==> src/rtl/msl_pkg.sv <==
// Shared types, codes and constants of the SysEx sample loader.
package msl_pkg;

    localparam int SIZE_BYTES = 3;

    localparam int BYTE_W   = 8;
    localparam int CFG_W    = 7;
    localparam int LEN_W    = 21;
    localparam int PROG_W   = 4;
    localparam int CNT_W    = 2;
    localparam int CIDX_W   = 3;

    localparam logic [BYTE_W-1:0] BYTE_END = 8'hF7;

    localparam logic [CIDX_W-1:0] CFG_MANUF     = 3'd0;
    localparam logic [CIDX_W-1:0] CFG_DEVICE    = 3'd1;
    localparam logic [CIDX_W-1:0] CFG_CMD_LOAD  = 3'd2;
    localparam logic [CIDX_W-1:0] CFG_CMD_PATCH = 3'd3;
    localparam logic [CIDX_W-1:0] CFG_PATCH_LO  = 3'd4;
    localparam logic [CIDX_W-1:0] CFG_PATCH_HI  = 3'd5;

    typedef enum logic [3:0] {
        PH_MANUF  = 4'd0,
        PH_DEVICE = 4'd1,
        PH_CMD    = 4'd2,
        PH_SLOT   = 4'd3,
        PH_KIND   = 4'd4,
        PH_SIZE   = 4'd5,
        PH_XFER   = 4'd6,
        PH_PATCH  = 4'd7,
        PH_IGNORE = 4'd8
    } t_phase;

    typedef enum logic [2:0] {
        EV_HEADER   = 3'd0,
        EV_START    = 3'd1,
        EV_DATA     = 3'd2,
        EV_PATCH    = 3'd3,
        EV_DONE     = 3'd4,
        EV_MISMATCH = 3'd5,
        EV_REJECT   = 3'd6,
        EV_IGNORED  = 3'd7
    } t_event;

    typedef enum logic [1:0] {
        ST_IDLE,
        ST_EXEC,
        ST_DIV,
        ST_PUSH
    } t_state;

    typedef struct packed {
        logic   load_byte;
        logic   take_mfr;
        logic   take_slot;
        logic   take_kind;
        logic   take_size;
        logic   start_xfer;
        logic   count_data;
        logic   clear_hdr;
        logic   div_step;
        logic   res_load;
        logic   res_start;
        logic   res_data;
        logic   res_patch;
        t_event ev;
        logic   push;
    } t_dp_cmd;

    typedef struct packed {
        logic end_byte;
        logic bit7;
        logic hdr_match;
        logic is_load;
        logic is_patch;
        logic patch_ok;
        logic last_size;
        logic room;
        logic length_ok;
        logic out_free;
    } t_dp_stat;

endpackage

==> src/rtl/msl_ctrl.sv <==
// Controller: message phase tracking and per-beat sequencing.
module msl_ctrl import msl_pkg::*; (
    input  logic     i_clk,
    input  logic     i_rst_n,
    input  logic     i_in_valid,
    output logic     o_in_ready,
    input  t_dp_stat i_stat,
    output t_dp_cmd  o_cmd
);

    t_state            r_state, n_state;
    t_phase            r_phase, n_phase;
    logic [CNT_W-1:0]  r_div_cnt, n_div_cnt;
    logic              w_data_ok;

    assign o_in_ready = (r_state == ST_IDLE);
    assign w_data_ok  = (r_phase == PH_XFER) && !i_stat.end_byte && !i_stat.bit7 && i_stat.room;

    always_ff @(posedge i_clk) begin
        if (!i_rst_n) begin
            r_state   <= ST_IDLE;
            r_phase   <= PH_MANUF;
            r_div_cnt <= '0;
        end else begin
            r_state   <= n_state;
            r_phase   <= n_phase;
            r_div_cnt <= n_div_cnt;
        end
    end

    always_comb begin
        n_state   = r_state;
        n_phase   = r_phase;
        n_div_cnt = r_div_cnt;
        unique case (r_state)
            ST_IDLE: begin
                if (i_in_valid) begin
                    n_state = ST_EXEC;
                end
            end
            ST_EXEC: begin
                n_div_cnt = '0;
                n_state   = w_data_ok ? ST_DIV : ST_PUSH;
                if (i_stat.end_byte) begin
                    n_phase = PH_MANUF;
                end else begin
                    unique case (r_phase)
                        PH_MANUF:  n_phase = PH_DEVICE;
                        PH_DEVICE: n_phase = i_stat.hdr_match ? PH_CMD : PH_IGNORE;
                        PH_CMD: begin
                            if (i_stat.is_load) begin
                                n_phase = PH_SLOT;
                            end else if (i_stat.is_patch) begin
                                n_phase = PH_PATCH;
                            end else begin
                                n_phase = PH_IGNORE;
                            end
                        end
                        PH_SLOT:   n_phase = PH_KIND;
                        PH_KIND:   n_phase = PH_SIZE;
                        PH_SIZE:   n_phase = i_stat.last_size ? PH_XFER : PH_SIZE;
                        PH_XFER:   n_phase = PH_XFER;
                        PH_PATCH:  n_phase = PH_IGNORE;
                        default:   n_phase = r_phase;
                    endcase
                end
            end
            ST_DIV: begin
                n_div_cnt = r_div_cnt + 1'b1;
                if (r_div_cnt == '1) begin
                    n_state = ST_PUSH;
                end
            end
            ST_PUSH: begin
                if (i_stat.out_free) begin
                    n_state = ST_IDLE;
                end
            end
            default: n_state = ST_IDLE;
        endcase
    end

    always_comb begin
        o_cmd           = '0;
        o_cmd.ev        = EV_IGNORED;
        o_cmd.load_byte = (r_state == ST_IDLE) && i_in_valid;
        o_cmd.div_step  = (r_state == ST_DIV);
        o_cmd.push      = (r_state == ST_PUSH) && i_stat.out_free;
        if (r_state == ST_EXEC) begin
            o_cmd.res_load = 1'b1;
            if (i_stat.end_byte) begin
                o_cmd.clear_hdr = 1'b1;
                if (r_phase == PH_XFER) begin
                    o_cmd.ev = i_stat.length_ok ? EV_DONE : EV_MISMATCH;
                end else if (r_phase <= PH_SIZE) begin
                    o_cmd.ev = EV_REJECT;
                end else begin
                    o_cmd.ev = EV_IGNORED;
                end
            end else begin
                unique case (r_phase)
                    PH_MANUF: begin
                        o_cmd.take_mfr = 1'b1;
                        o_cmd.ev       = EV_HEADER;
                    end
                    PH_DEVICE: o_cmd.ev = i_stat.hdr_match ? EV_HEADER : EV_REJECT;
                    PH_CMD: begin
                        o_cmd.ev = (i_stat.is_load || i_stat.is_patch) ? EV_HEADER : EV_REJECT;
                    end
                    PH_SLOT: begin
                        o_cmd.take_slot = 1'b1;
                        o_cmd.ev        = EV_HEADER;
                    end
                    PH_KIND: begin
                        o_cmd.take_kind = 1'b1;
                        o_cmd.ev        = EV_HEADER;
                    end
                    PH_SIZE: begin
                        o_cmd.take_size = 1'b1;
                        if (i_stat.last_size) begin
                            o_cmd.start_xfer = 1'b1;
                            o_cmd.res_start  = 1'b1;
                            o_cmd.ev         = EV_START;
                        end else begin
                            o_cmd.ev = EV_HEADER;
                        end
                    end
                    PH_XFER: begin
                        if (w_data_ok) begin
                            o_cmd.count_data = 1'b1;
                            o_cmd.res_data   = 1'b1;
                            o_cmd.ev         = EV_DATA;
                        end else begin
                            o_cmd.ev = EV_IGNORED;
                        end
                    end
                    PH_PATCH: begin
                        if (i_stat.patch_ok) begin
                            o_cmd.res_patch = 1'b1;
                            o_cmd.ev        = EV_PATCH;
                        end else begin
                            o_cmd.ev = EV_REJECT;
                        end
                    end
                    default: o_cmd.ev = EV_IGNORED;
                endcase
            end
        end
    end

endmodule

==> src/rtl/msl_dp.sv <==
// Datapath: settings, header fields, byte counter, progress divider, result registers.
module msl_dp import msl_pkg::*; (
    input  logic                i_clk,
    input  logic                i_rst_n,
    input  logic [BYTE_W-1:0]   i_in_byte,
    input  logic                i_cfg_valid,
    input  logic [CIDX_W-1:0]   i_cfg_index,
    input  logic [CFG_W-1:0]    i_cfg_data,
    input  logic                i_out_ready,
    input  t_dp_cmd             i_cmd,
    output t_dp_stat            o_stat,
    output logic                o_out_valid,
    output logic [2:0]          o_event_res,
    output logic [BYTE_W-1:0]   o_slot,
    output logic [BYTE_W-1:0]   o_sample_kind,
    output logic [LEN_W-1:0]    o_sample_length,
    output logic [CFG_W-1:0]    o_data_value,
    output logic [LEN_W-1:0]    o_data_offset,
    output logic [PROG_W-1:0]   o_progress,
    output logic [BYTE_W-1:0]   o_patch_number
);

    logic [CFG_W-1:0]  r_mfr_id, r_dev_id, r_cmd_load, r_cmd_patch, r_patch_lo, r_patch_hi;
    logic [BYTE_W-1:0] r_byte, r_seen, r_slot, r_kind;
    logic [LEN_W-1:0]  r_size, r_bytes;
    logic [CNT_W-1:0]  r_size_cnt;
    logic [LEN_W-1:0]  r_rem;
    logic [PROG_W-1:0] r_quo;
    logic              r_full;

    t_event            r_pend_ev;
    logic [BYTE_W-1:0] r_pend_slot, r_pend_kind, r_pend_patch;
    logic [LEN_W-1:0]  r_pend_len, r_pend_off;
    logic [CFG_W-1:0]  r_pend_val;
    logic              r_pend_prog;
    logic              r_out_valid;

    logic [LEN_W-1:0]  n_size;
    logic [LEN_W-1:0]  w_bytes_inc;
    logic [LEN_W:0]    w_shift;
    logic              w_ge;
    logic [CNT_W:0]    w_cnt_inc;

    always_comb begin
        unique case (r_size_cnt)
            2'd0:    n_size = r_size | {14'b0, r_byte[6:0]};
            2'd1:    n_size = r_size | {7'b0, r_byte[6:0], 7'b0};
            2'd2:    n_size = r_size | {r_byte[6:0], 14'b0};
            default: n_size = r_size;
        endcase
    end

    assign w_bytes_inc = r_bytes + 1'b1;
    assign w_shift     = {r_rem, 1'b0};
    assign w_ge        = (w_shift >= {1'b0, r_size});
    assign w_cnt_inc   = {1'b0, r_size_cnt} + 1'b1;

    assign o_stat.end_byte  = (r_byte == BYTE_END);
    assign o_stat.bit7      = r_byte[BYTE_W-1];
    assign o_stat.hdr_match = (r_seen == {1'b0, r_mfr_id}) && (r_byte == {1'b0, r_dev_id});
    assign o_stat.is_load   = (r_byte == {1'b0, r_cmd_load});
    assign o_stat.is_patch  = (r_byte == {1'b0, r_cmd_patch});
    assign o_stat.patch_ok  = (r_byte >= {1'b0, r_patch_lo}) && (r_byte <= {1'b0, r_patch_hi});
    assign o_stat.last_size = (w_cnt_inc >= (CNT_W+1)'(SIZE_BYTES));
    assign o_stat.room      = (r_bytes < r_size);
    assign o_stat.length_ok = (r_bytes == r_size);
    assign o_stat.out_free  = !r_out_valid || i_out_ready;

    always_ff @(posedge i_clk) begin
        if (!i_rst_n) begin
            r_mfr_id    <= 7'd125;
            r_dev_id    <= 7'd78;
            r_cmd_load  <= 7'd1;
            r_cmd_patch <= 7'd3;
            r_patch_lo  <= 7'd0;
            r_patch_hi  <= 7'd99;
        end else if (i_cfg_valid) begin
            unique case (i_cfg_index)
                CFG_MANUF:     r_mfr_id    <= i_cfg_data;
                CFG_DEVICE:    r_dev_id    <= i_cfg_data;
                CFG_CMD_LOAD:  r_cmd_load  <= i_cfg_data;
                CFG_CMD_PATCH: r_cmd_patch <= i_cfg_data;
                CFG_PATCH_LO:  r_patch_lo  <= i_cfg_data;
                CFG_PATCH_HI:  r_patch_hi  <= i_cfg_data;
                default: ;
            endcase
        end
    end

    always_ff @(posedge i_clk) begin
        if (!i_rst_n || i_cmd.clear_hdr) begin
            r_seen     <= '0;
            r_slot     <= '0;
            r_kind     <= '0;
            r_size     <= '0;
            r_size_cnt <= '0;
            r_bytes    <= '0;
        end else begin
            if (i_cmd.take_mfr) begin
                r_seen <= r_byte;
            end
            if (i_cmd.take_slot) begin
                r_slot <= r_byte;
            end
            if (i_cmd.take_kind) begin
                r_kind     <= r_byte;
                r_size     <= '0;
                r_size_cnt <= '0;
            end
            if (i_cmd.take_size) begin
                r_size     <= n_size;
                r_size_cnt <= w_cnt_inc[CNT_W-1:0];
            end
            if (i_cmd.start_xfer) begin
                r_bytes <= '0;
            end
            if (i_cmd.count_data) begin
                r_bytes <= w_bytes_inc;
            end
        end
    end

    always_ff @(posedge i_clk) begin
        if (i_cmd.load_byte) begin
            r_byte <= i_in_byte;
        end
        if (i_cmd.count_data) begin
            r_rem  <= w_bytes_inc;
            r_quo  <= '0;
            r_full <= (w_bytes_inc == r_size);
        end else if (i_cmd.div_step) begin
            r_rem <= w_ge ? LEN_W'(w_shift - {1'b0, r_size}) : w_shift[LEN_W-1:0];
            r_quo <= {r_quo[PROG_W-2:0], w_ge};
        end
        if (i_cmd.res_load) begin
            r_pend_ev    <= i_cmd.ev;
            r_pend_slot  <= i_cmd.res_start ? r_slot : '0;
            r_pend_kind  <= i_cmd.res_start ? r_kind : '0;
            r_pend_len   <= i_cmd.res_start ? n_size : '0;
            r_pend_val   <= i_cmd.res_data ? r_byte[CFG_W-1:0] : '0;
            r_pend_off   <= i_cmd.res_data ? r_bytes : '0;
            r_pend_prog  <= i_cmd.res_data;
            r_pend_patch <= i_cmd.res_patch ? r_byte : '0;
        end
        if (i_cmd.push) begin
            o_event_res     <= r_pend_ev;
            o_slot          <= r_pend_slot;
            o_sample_kind   <= r_pend_kind;
            o_sample_length <= r_pend_len;
            o_data_value    <= r_pend_val;
            o_data_offset   <= r_pend_off;
            o_progress      <= !r_pend_prog ? '0 : (r_full ? '1 : r_quo);
            o_patch_number  <= r_pend_patch;
        end
    end

    always_ff @(posedge i_clk) begin
        if (!i_rst_n) begin
            r_out_valid <= 1'b0;
        end else if (i_cmd.push) begin
            r_out_valid <= 1'b1;
        end else if (i_out_ready) begin
            r_out_valid <= 1'b0;
        end
    end

    assign o_out_valid = r_out_valid;

endmodule

==> src/rtl/midi_sysex_sample_loader.sv <==
// Top level of the MIDI SysEx sample loader and patch selector.
// Feed the message bytes that follow the 0xF0 start byte; every byte yields exactly one
// result beat. A byte holds the input while it is accepted, executed and handed off, and
// its result is registered at the hand-off; a counted sample data byte also holds it while
// the progress divider runs, which retires one quotient bit per cycle. One result may wait
// in the output register while the next byte is taken and worked on; the hand-off then
// holds until that result is taken. Settings writes are taken in any cycle and belong
// between messages.
module midi_sysex_sample_loader import msl_pkg::*; (
    input  logic                i_clk,
    input  logic                i_rst_n,
    input  logic                i_in_valid,
    output logic                o_in_ready,
    input  logic [BYTE_W-1:0]   i_in_byte,
    output logic                o_out_valid,
    input  logic                i_out_ready,
    output logic [2:0]          o_event_res,
    output logic [BYTE_W-1:0]   o_slot,
    output logic [BYTE_W-1:0]   o_sample_kind,
    output logic [LEN_W-1:0]    o_sample_length,
    output logic [CFG_W-1:0]    o_data_value,
    output logic [LEN_W-1:0]    o_data_offset,
    output logic [PROG_W-1:0]   o_progress,
    output logic [BYTE_W-1:0]   o_patch_number,
    input  logic                i_cfg_valid,
    output logic                o_cfg_ready,
    input  logic [CIDX_W-1:0]   i_cfg_index,
    input  logic [CFG_W-1:0]    i_cfg_data
);

    t_dp_cmd  w_cmd;
    t_dp_stat w_stat;

    assign o_cfg_ready = 1'b1;

    msl_ctrl u_ctrl (
        .i_clk      (i_clk),
        .i_rst_n    (i_rst_n),
        .i_in_valid (i_in_valid),
        .o_in_ready (o_in_ready),
        .i_stat     (w_stat),
        .o_cmd      (w_cmd)
    );

    msl_dp u_dp (
        .i_clk           (i_clk),
        .i_rst_n         (i_rst_n),
        .i_in_byte       (i_in_byte),
        .i_cfg_valid     (i_cfg_valid),
        .i_cfg_index     (i_cfg_index),
        .i_cfg_data      (i_cfg_data),
        .i_out_ready     (i_out_ready),
        .i_cmd           (w_cmd),
        .o_stat          (w_stat),
        .o_out_valid     (o_out_valid),
        .o_event_res     (o_event_res),
        .o_slot          (o_slot),
        .o_sample_kind   (o_sample_kind),
        .o_sample_length (o_sample_length),
        .o_data_value    (o_data_value),
        .o_data_offset   (o_data_offset),
        .o_progress      (o_progress),
        .o_patch_number  (o_patch_number)
    );

    a_busy_after_accept: assert property (@(posedge i_clk) disable iff (!i_rst_n)
        (i_in_valid && o_in_ready) |=> !o_in_ready)
        else $error("input taken again while a byte is in flight");

    a_data_fields_zero: assert property (@(posedge i_clk) disable iff (!i_rst_n)
        (o_out_valid && o_event_res != EV_DATA) |->
        (o_data_value == '0 && o_data_offset == '0 && o_progress == '0))
        else $error("data fields set on a non-data result");

    a_start_fields_zero: assert property (@(posedge i_clk) disable iff (!i_rst_n)
        (o_out_valid && o_event_res != EV_START) |->
        (o_slot == '0 && o_sample_kind == '0 && o_sample_length == '0))
        else $error("sample start fields set on another result");

    a_patch_field_zero: assert property (@(posedge i_clk) disable iff (!i_rst_n)
        (o_out_valid && o_event_res != EV_PATCH) |-> (o_patch_number == '0))
        else $error("patch number set on another result");

endmodule
==> config.mk <==
export PLATFORM = sky130hd
export DESIGN_NAME = midi_sysex_sample_loader
export DESIGN_NICKNAME = d
export VERILOG_FILES = /design/src/rtl/msl_pkg.sv /design/src/rtl/msl_ctrl.sv /design/src/rtl/msl_dp.sv /design/src/rtl/midi_sysex_sample_loader.sv
export SDC_FILE = /design/constraint.sdc
export NUM_CORES = 1
export LEC_CHECK = 0
export BUFFER_PORTS_ARGS = -buffer_cell sky130_fd_sc_hd__buf_2
export CAP_MARGIN = 5
export CORE_ASPECT_RATIO = 0.7
export CORE_UTILIZATION = 45
export DETAILED_ROUTE_END_ITERATION = 6
export GPL_ROUTABILITY_DRIVEN = 0
export PLACE_DENSITY = 0.67
export SETUP_SLACK_MARGIN = 0.1
export SYNTH_ARGS = -nofsm -noshare
export SYNTH_HDL_FRONTEND = slang
export SYNTH_SLANG_ARGS = --single-unit
==> constraint.sdc <==
create_clock -name i_clk -period 16 [get_ports i_clk]
set_input_delay 3.2 -clock i_clk [delete_from_list [all_inputs] [get_ports i_clk]]
set_output_delay 3.2 -clock i_clk [all_outputs]
set_load 0.02 [all_outputs]
==> results.toml <==
[clock_tree]
cts-hold-fix-buffers = 0
ctsHtreeMaxLevel = 1
clk_pin_slew_worst_paths_ns = 0.06
clk_path_buf_depth = 3
tritoncts = "built"
cts_buffers = 28
cts.sink_count = 310
clk_root_buffer_cell = "clkbuf_16"
clk-insertion-delay-late_ns = 0.57
number_of_resized_instances_in_the_post_cts_repair_step = 0
post_cts_buffers = 0

[synth]
yosys.cell_types.count = 63
seq_area_frac_synth = 0.551
synth-edff-count = 187
mappedNetlistNets = 1470
ys_warn_count = 0
dominantRegCellSynth = "edfxtp_1"
syn-instance-count = 1379
ys_async_sr_fraction = 0
syn_area_um2 = 14700
synth_seq_cells = 310
syn_area_per_cell_um2 = 10.6

[pwr]
power.leakage_nw = 6.25
power_mw = 2.26
pwr_density_cell_nw_per_um2 = 137
vdd_ir_drop_max_uv = 113

[floorplanning]
fp.coreArea_um2 = 31600
row_count = 54
initial_util = 0.463
dieArea_um2 = 33300
die-width_um = 218
die_height_um = 153
top_level_ports = 106

[worst_hold_path]
min_to = "u_dp.o_data_value[5]"
worst_hold_path_type = "flop to flop"
hold-path-cell-count = 0
hold_start = "u_dp.r_pend_val[5]"

[drt]
ant_nets = 0
dr.pass1.iters = 5
detailedRoute.firstIterationViolations = 887
vias_per_cell = 5.50
wl_um = 34300
detail_route.drc_violations = 0
via_count = 10400
wl_per_cell_um = 18.1

[layout]
areaGrowthSynthToFinish_pct = 12.8
layout-drive-gt1-share = 0.121
design.final.nets = 1544
stdcell_area_um2 = 16500

[sta]
finalHoldViolations = 0
total_negative_slack_for_setup_checks_ns = 0
rsz0062_at_grt = "false"
timing.fmax_ghz = 0.210
fin_worst_skew_ns = 0.0184
timing.max_slew.rel_slack = 0.134
finish_stage_setup_viols = 0
slew_violations = 0
final_min_period_over_clock_period = 0.298
finalWorstPathRequiredPeriod_ns = 4.76
worst_tran_pin_value_ns = 1.29
setup_slack_ns = 11.24

[placed_design]
post_placement_worst_setup_slack_ns = 11.26
place_area_um2 = 15500
dp.final_hpwl_um = 23700
port_buffer_count = 104

[global_route]
grt_first_pass_wirelength_um = 53000
grt_pass1_vias = 9330
grt_antenna_before_repair = 2
track_usage = 0.203
overflow = 0
grt_max_degree = 81

[critical_path]
cp-end-kind = "output port"
critical_path.cell_chain = "inv_1, ha_1, buf_2"
arrival_ns = 1.56
worst-r2r-setup-slack_ns = 11.65
setup.worst_path.start_class = "flop"
crit-reg2reg-launch = "u_dp.r_size[19]"
cp_max_fo = 5
rr_worst_depth = 12
critPathMaxStageDelay_ns = 0.45
regToRegEndpoint = "u_dp.r_bytes[12]"
timing_worst_setup_path_type = "flop to output port"
required_ns = 12.80
cpMaxStageDelayCell = "dfxtp_1"

[flow_run]
maxCapViolations = 0

[run_status]
outcome = "finished clean"
## stage by stage
| step | util | instances | hold slack [ns] |
|---|---|---|---|
| 5_1_grt | 0.523 | 1895 | 0.422 |
| 4_1_cts | 0.523 | 1895 | 0.411 |
| 3_3_place_gp | 0.492 | 1843 | 0.402 |
| 2_1_floorplan | - | 1379 | 0.400 |
| 6_report | 0.523 | 1896 | 0.419 |
| 3_5_place_dp | 0.492 | 1843 | 0.405 |
## layout by cell type, fill, tap and decap left out, drive strengths merged, types with 19 or more instances in the layout
master	count
and2	56
buf	119
xor2	35
a22oi	22
inv	52
nand2b	19
dfxtp	123
clkbuf	43
o21ai	61
nor2b	38
ha	67
a21oi	82
edfxtp	187
nand2	113
nand3	38
mux2i	57
nor2	129
nor3	22
xnor2	44
## logic make-up (layout without fill, tap and decap cells)
family	after synthesis	in the layout	share of synthesized area
AOI/OAI and AO/OA	243	243	0.101
xor gates and xnor gates	79	79	0.0472
adders and majority gates	68	68	0.0586
buffers and inverters	127	223	0.0342
DFF	310	310	0.551
muxes	58	58	0.0397
other	2	3	0.000512
and+or+nand+nor	492	492	0.167
## layout make-up
type	count	area [µm²]
fill	2775	15100
sequential	310	8080
clock inverter	9	170
tap	420	526
inverter	52	195
multi-input combinational	942	6110
clock buffer	43	818
antenna	1	2.50
timing repair buffer	119	633
## per-layer routing
| metal | up-vias | GRT usage | wire length (µm) |
|---|---|---|---|
| li1 | 5024 | - | - |
| met1 | 4978 | 0.332 | 17700 |
| met5 | - | 0 | 0 |
| met3 | 41 | 0.0336 | 2500 |
| met4 | 0 | 0.0339 | 481 |
| met2 | 383 | 0.277 | 13600 |
## report_power, final
part           internal, mW  switching [mW]
clock                 0.419           0.293
sequential             1.02          0.0498
combinational         0.167           0.315
## worst max-delay path: cells and delay by family, from the launching register on
kind / cells / cell delay, ns
adders and majority gates: 1 / 0.26
buffers and inverters: 2 / 0.29
DFF: 1 / 0.45
## cells in the mapped netlist (all sizes together) (6+ instances only)
| cell type | n | share of area |
|---|---|---|
| xor2 | 35 | 0.021 |
| nor2 | 129 | 0.033 |
| a21oi | 82 | 0.028 |
| xnor2 | 44 | 0.026 |
| and2 | 56 | 0.024 |
| or3 | 7 | 0.0030 |
| a211oi | 10 | 0.0051 |
| o21ai | 61 | 0.021 |
| nand4 | 17 | 0.0073 |
| nand3 | 38 | 0.013 |
| nor3 | 22 | 0.0075 |
| dfxtp | 123 | 0.17 |
| edfxtp | 187 | 0.38 |
| nor4 | 11 | 0.0055 |
| nor2b | 38 | 0.016 |
| o21a | 7 | 0.0036 |
| or4 | 6 | 0.0031 |
| nand2b | 19 | 0.0081 |
| or2 | 6 | 0.0026 |
| nand3b | 8 | 0.0041 |
| mux2i | 57 | 0.039 |
| buf | 18 | 0.0061 |
| a22oi | 22 | 0.011 |
| clkbuf | 57 | 0.015 |
| inv | 52 | 0.013 |
| ha | 67 | 0.057 |
| a21o | 7 | 0.0036 |
| and3 | 12 | 0.0052 |
| a21boi | 17 | 0.0087 |
| nand2 | 113 | 0.029 |
## how the worst max path moves through the flow
stage,startpoint,end,slack (ns),cells after the start
after floorplan,i_out_ready,u_dp.o_data_offset[0],8.65,2
after global placement,i_out_ready,u_dp.o_data_offset[10],11.27,4
after detailed placement,i_rst_n,u_dp.r_size[11],11.26,5
after CTS,u_ctrl.r_state[0],o_in_ready,11.24,3
after global routing,u_ctrl.r_state[0],o_in_ready,11.17,3
final,u_ctrl.r_state[0],o_in_ready,11.24,3
## sequential cells by signal (all words and copies together), names as in the netlist, 8 cells and up
register              count
u_dp.o_data_offset       21
u_dp.o_patch_number       8
u_dp.o_sample_kind        8
u_dp.o_sample_length     21
u_dp.o_slot               8
u_dp.r_byte               8
u_dp.r_bytes             21
u_dp.r_kind               8
u_dp.r_pend_kind          8
u_dp.r_pend_len          21
u_dp.r_pend_off          21
u_dp.r_pend_patch         8
u_dp.r_pend_slot          8
u_dp.r_rem               21
u_dp.r_seen               8
u_dp.r_size              21
u_dp.r_slot               8
(Power assumes the default switching activity.)
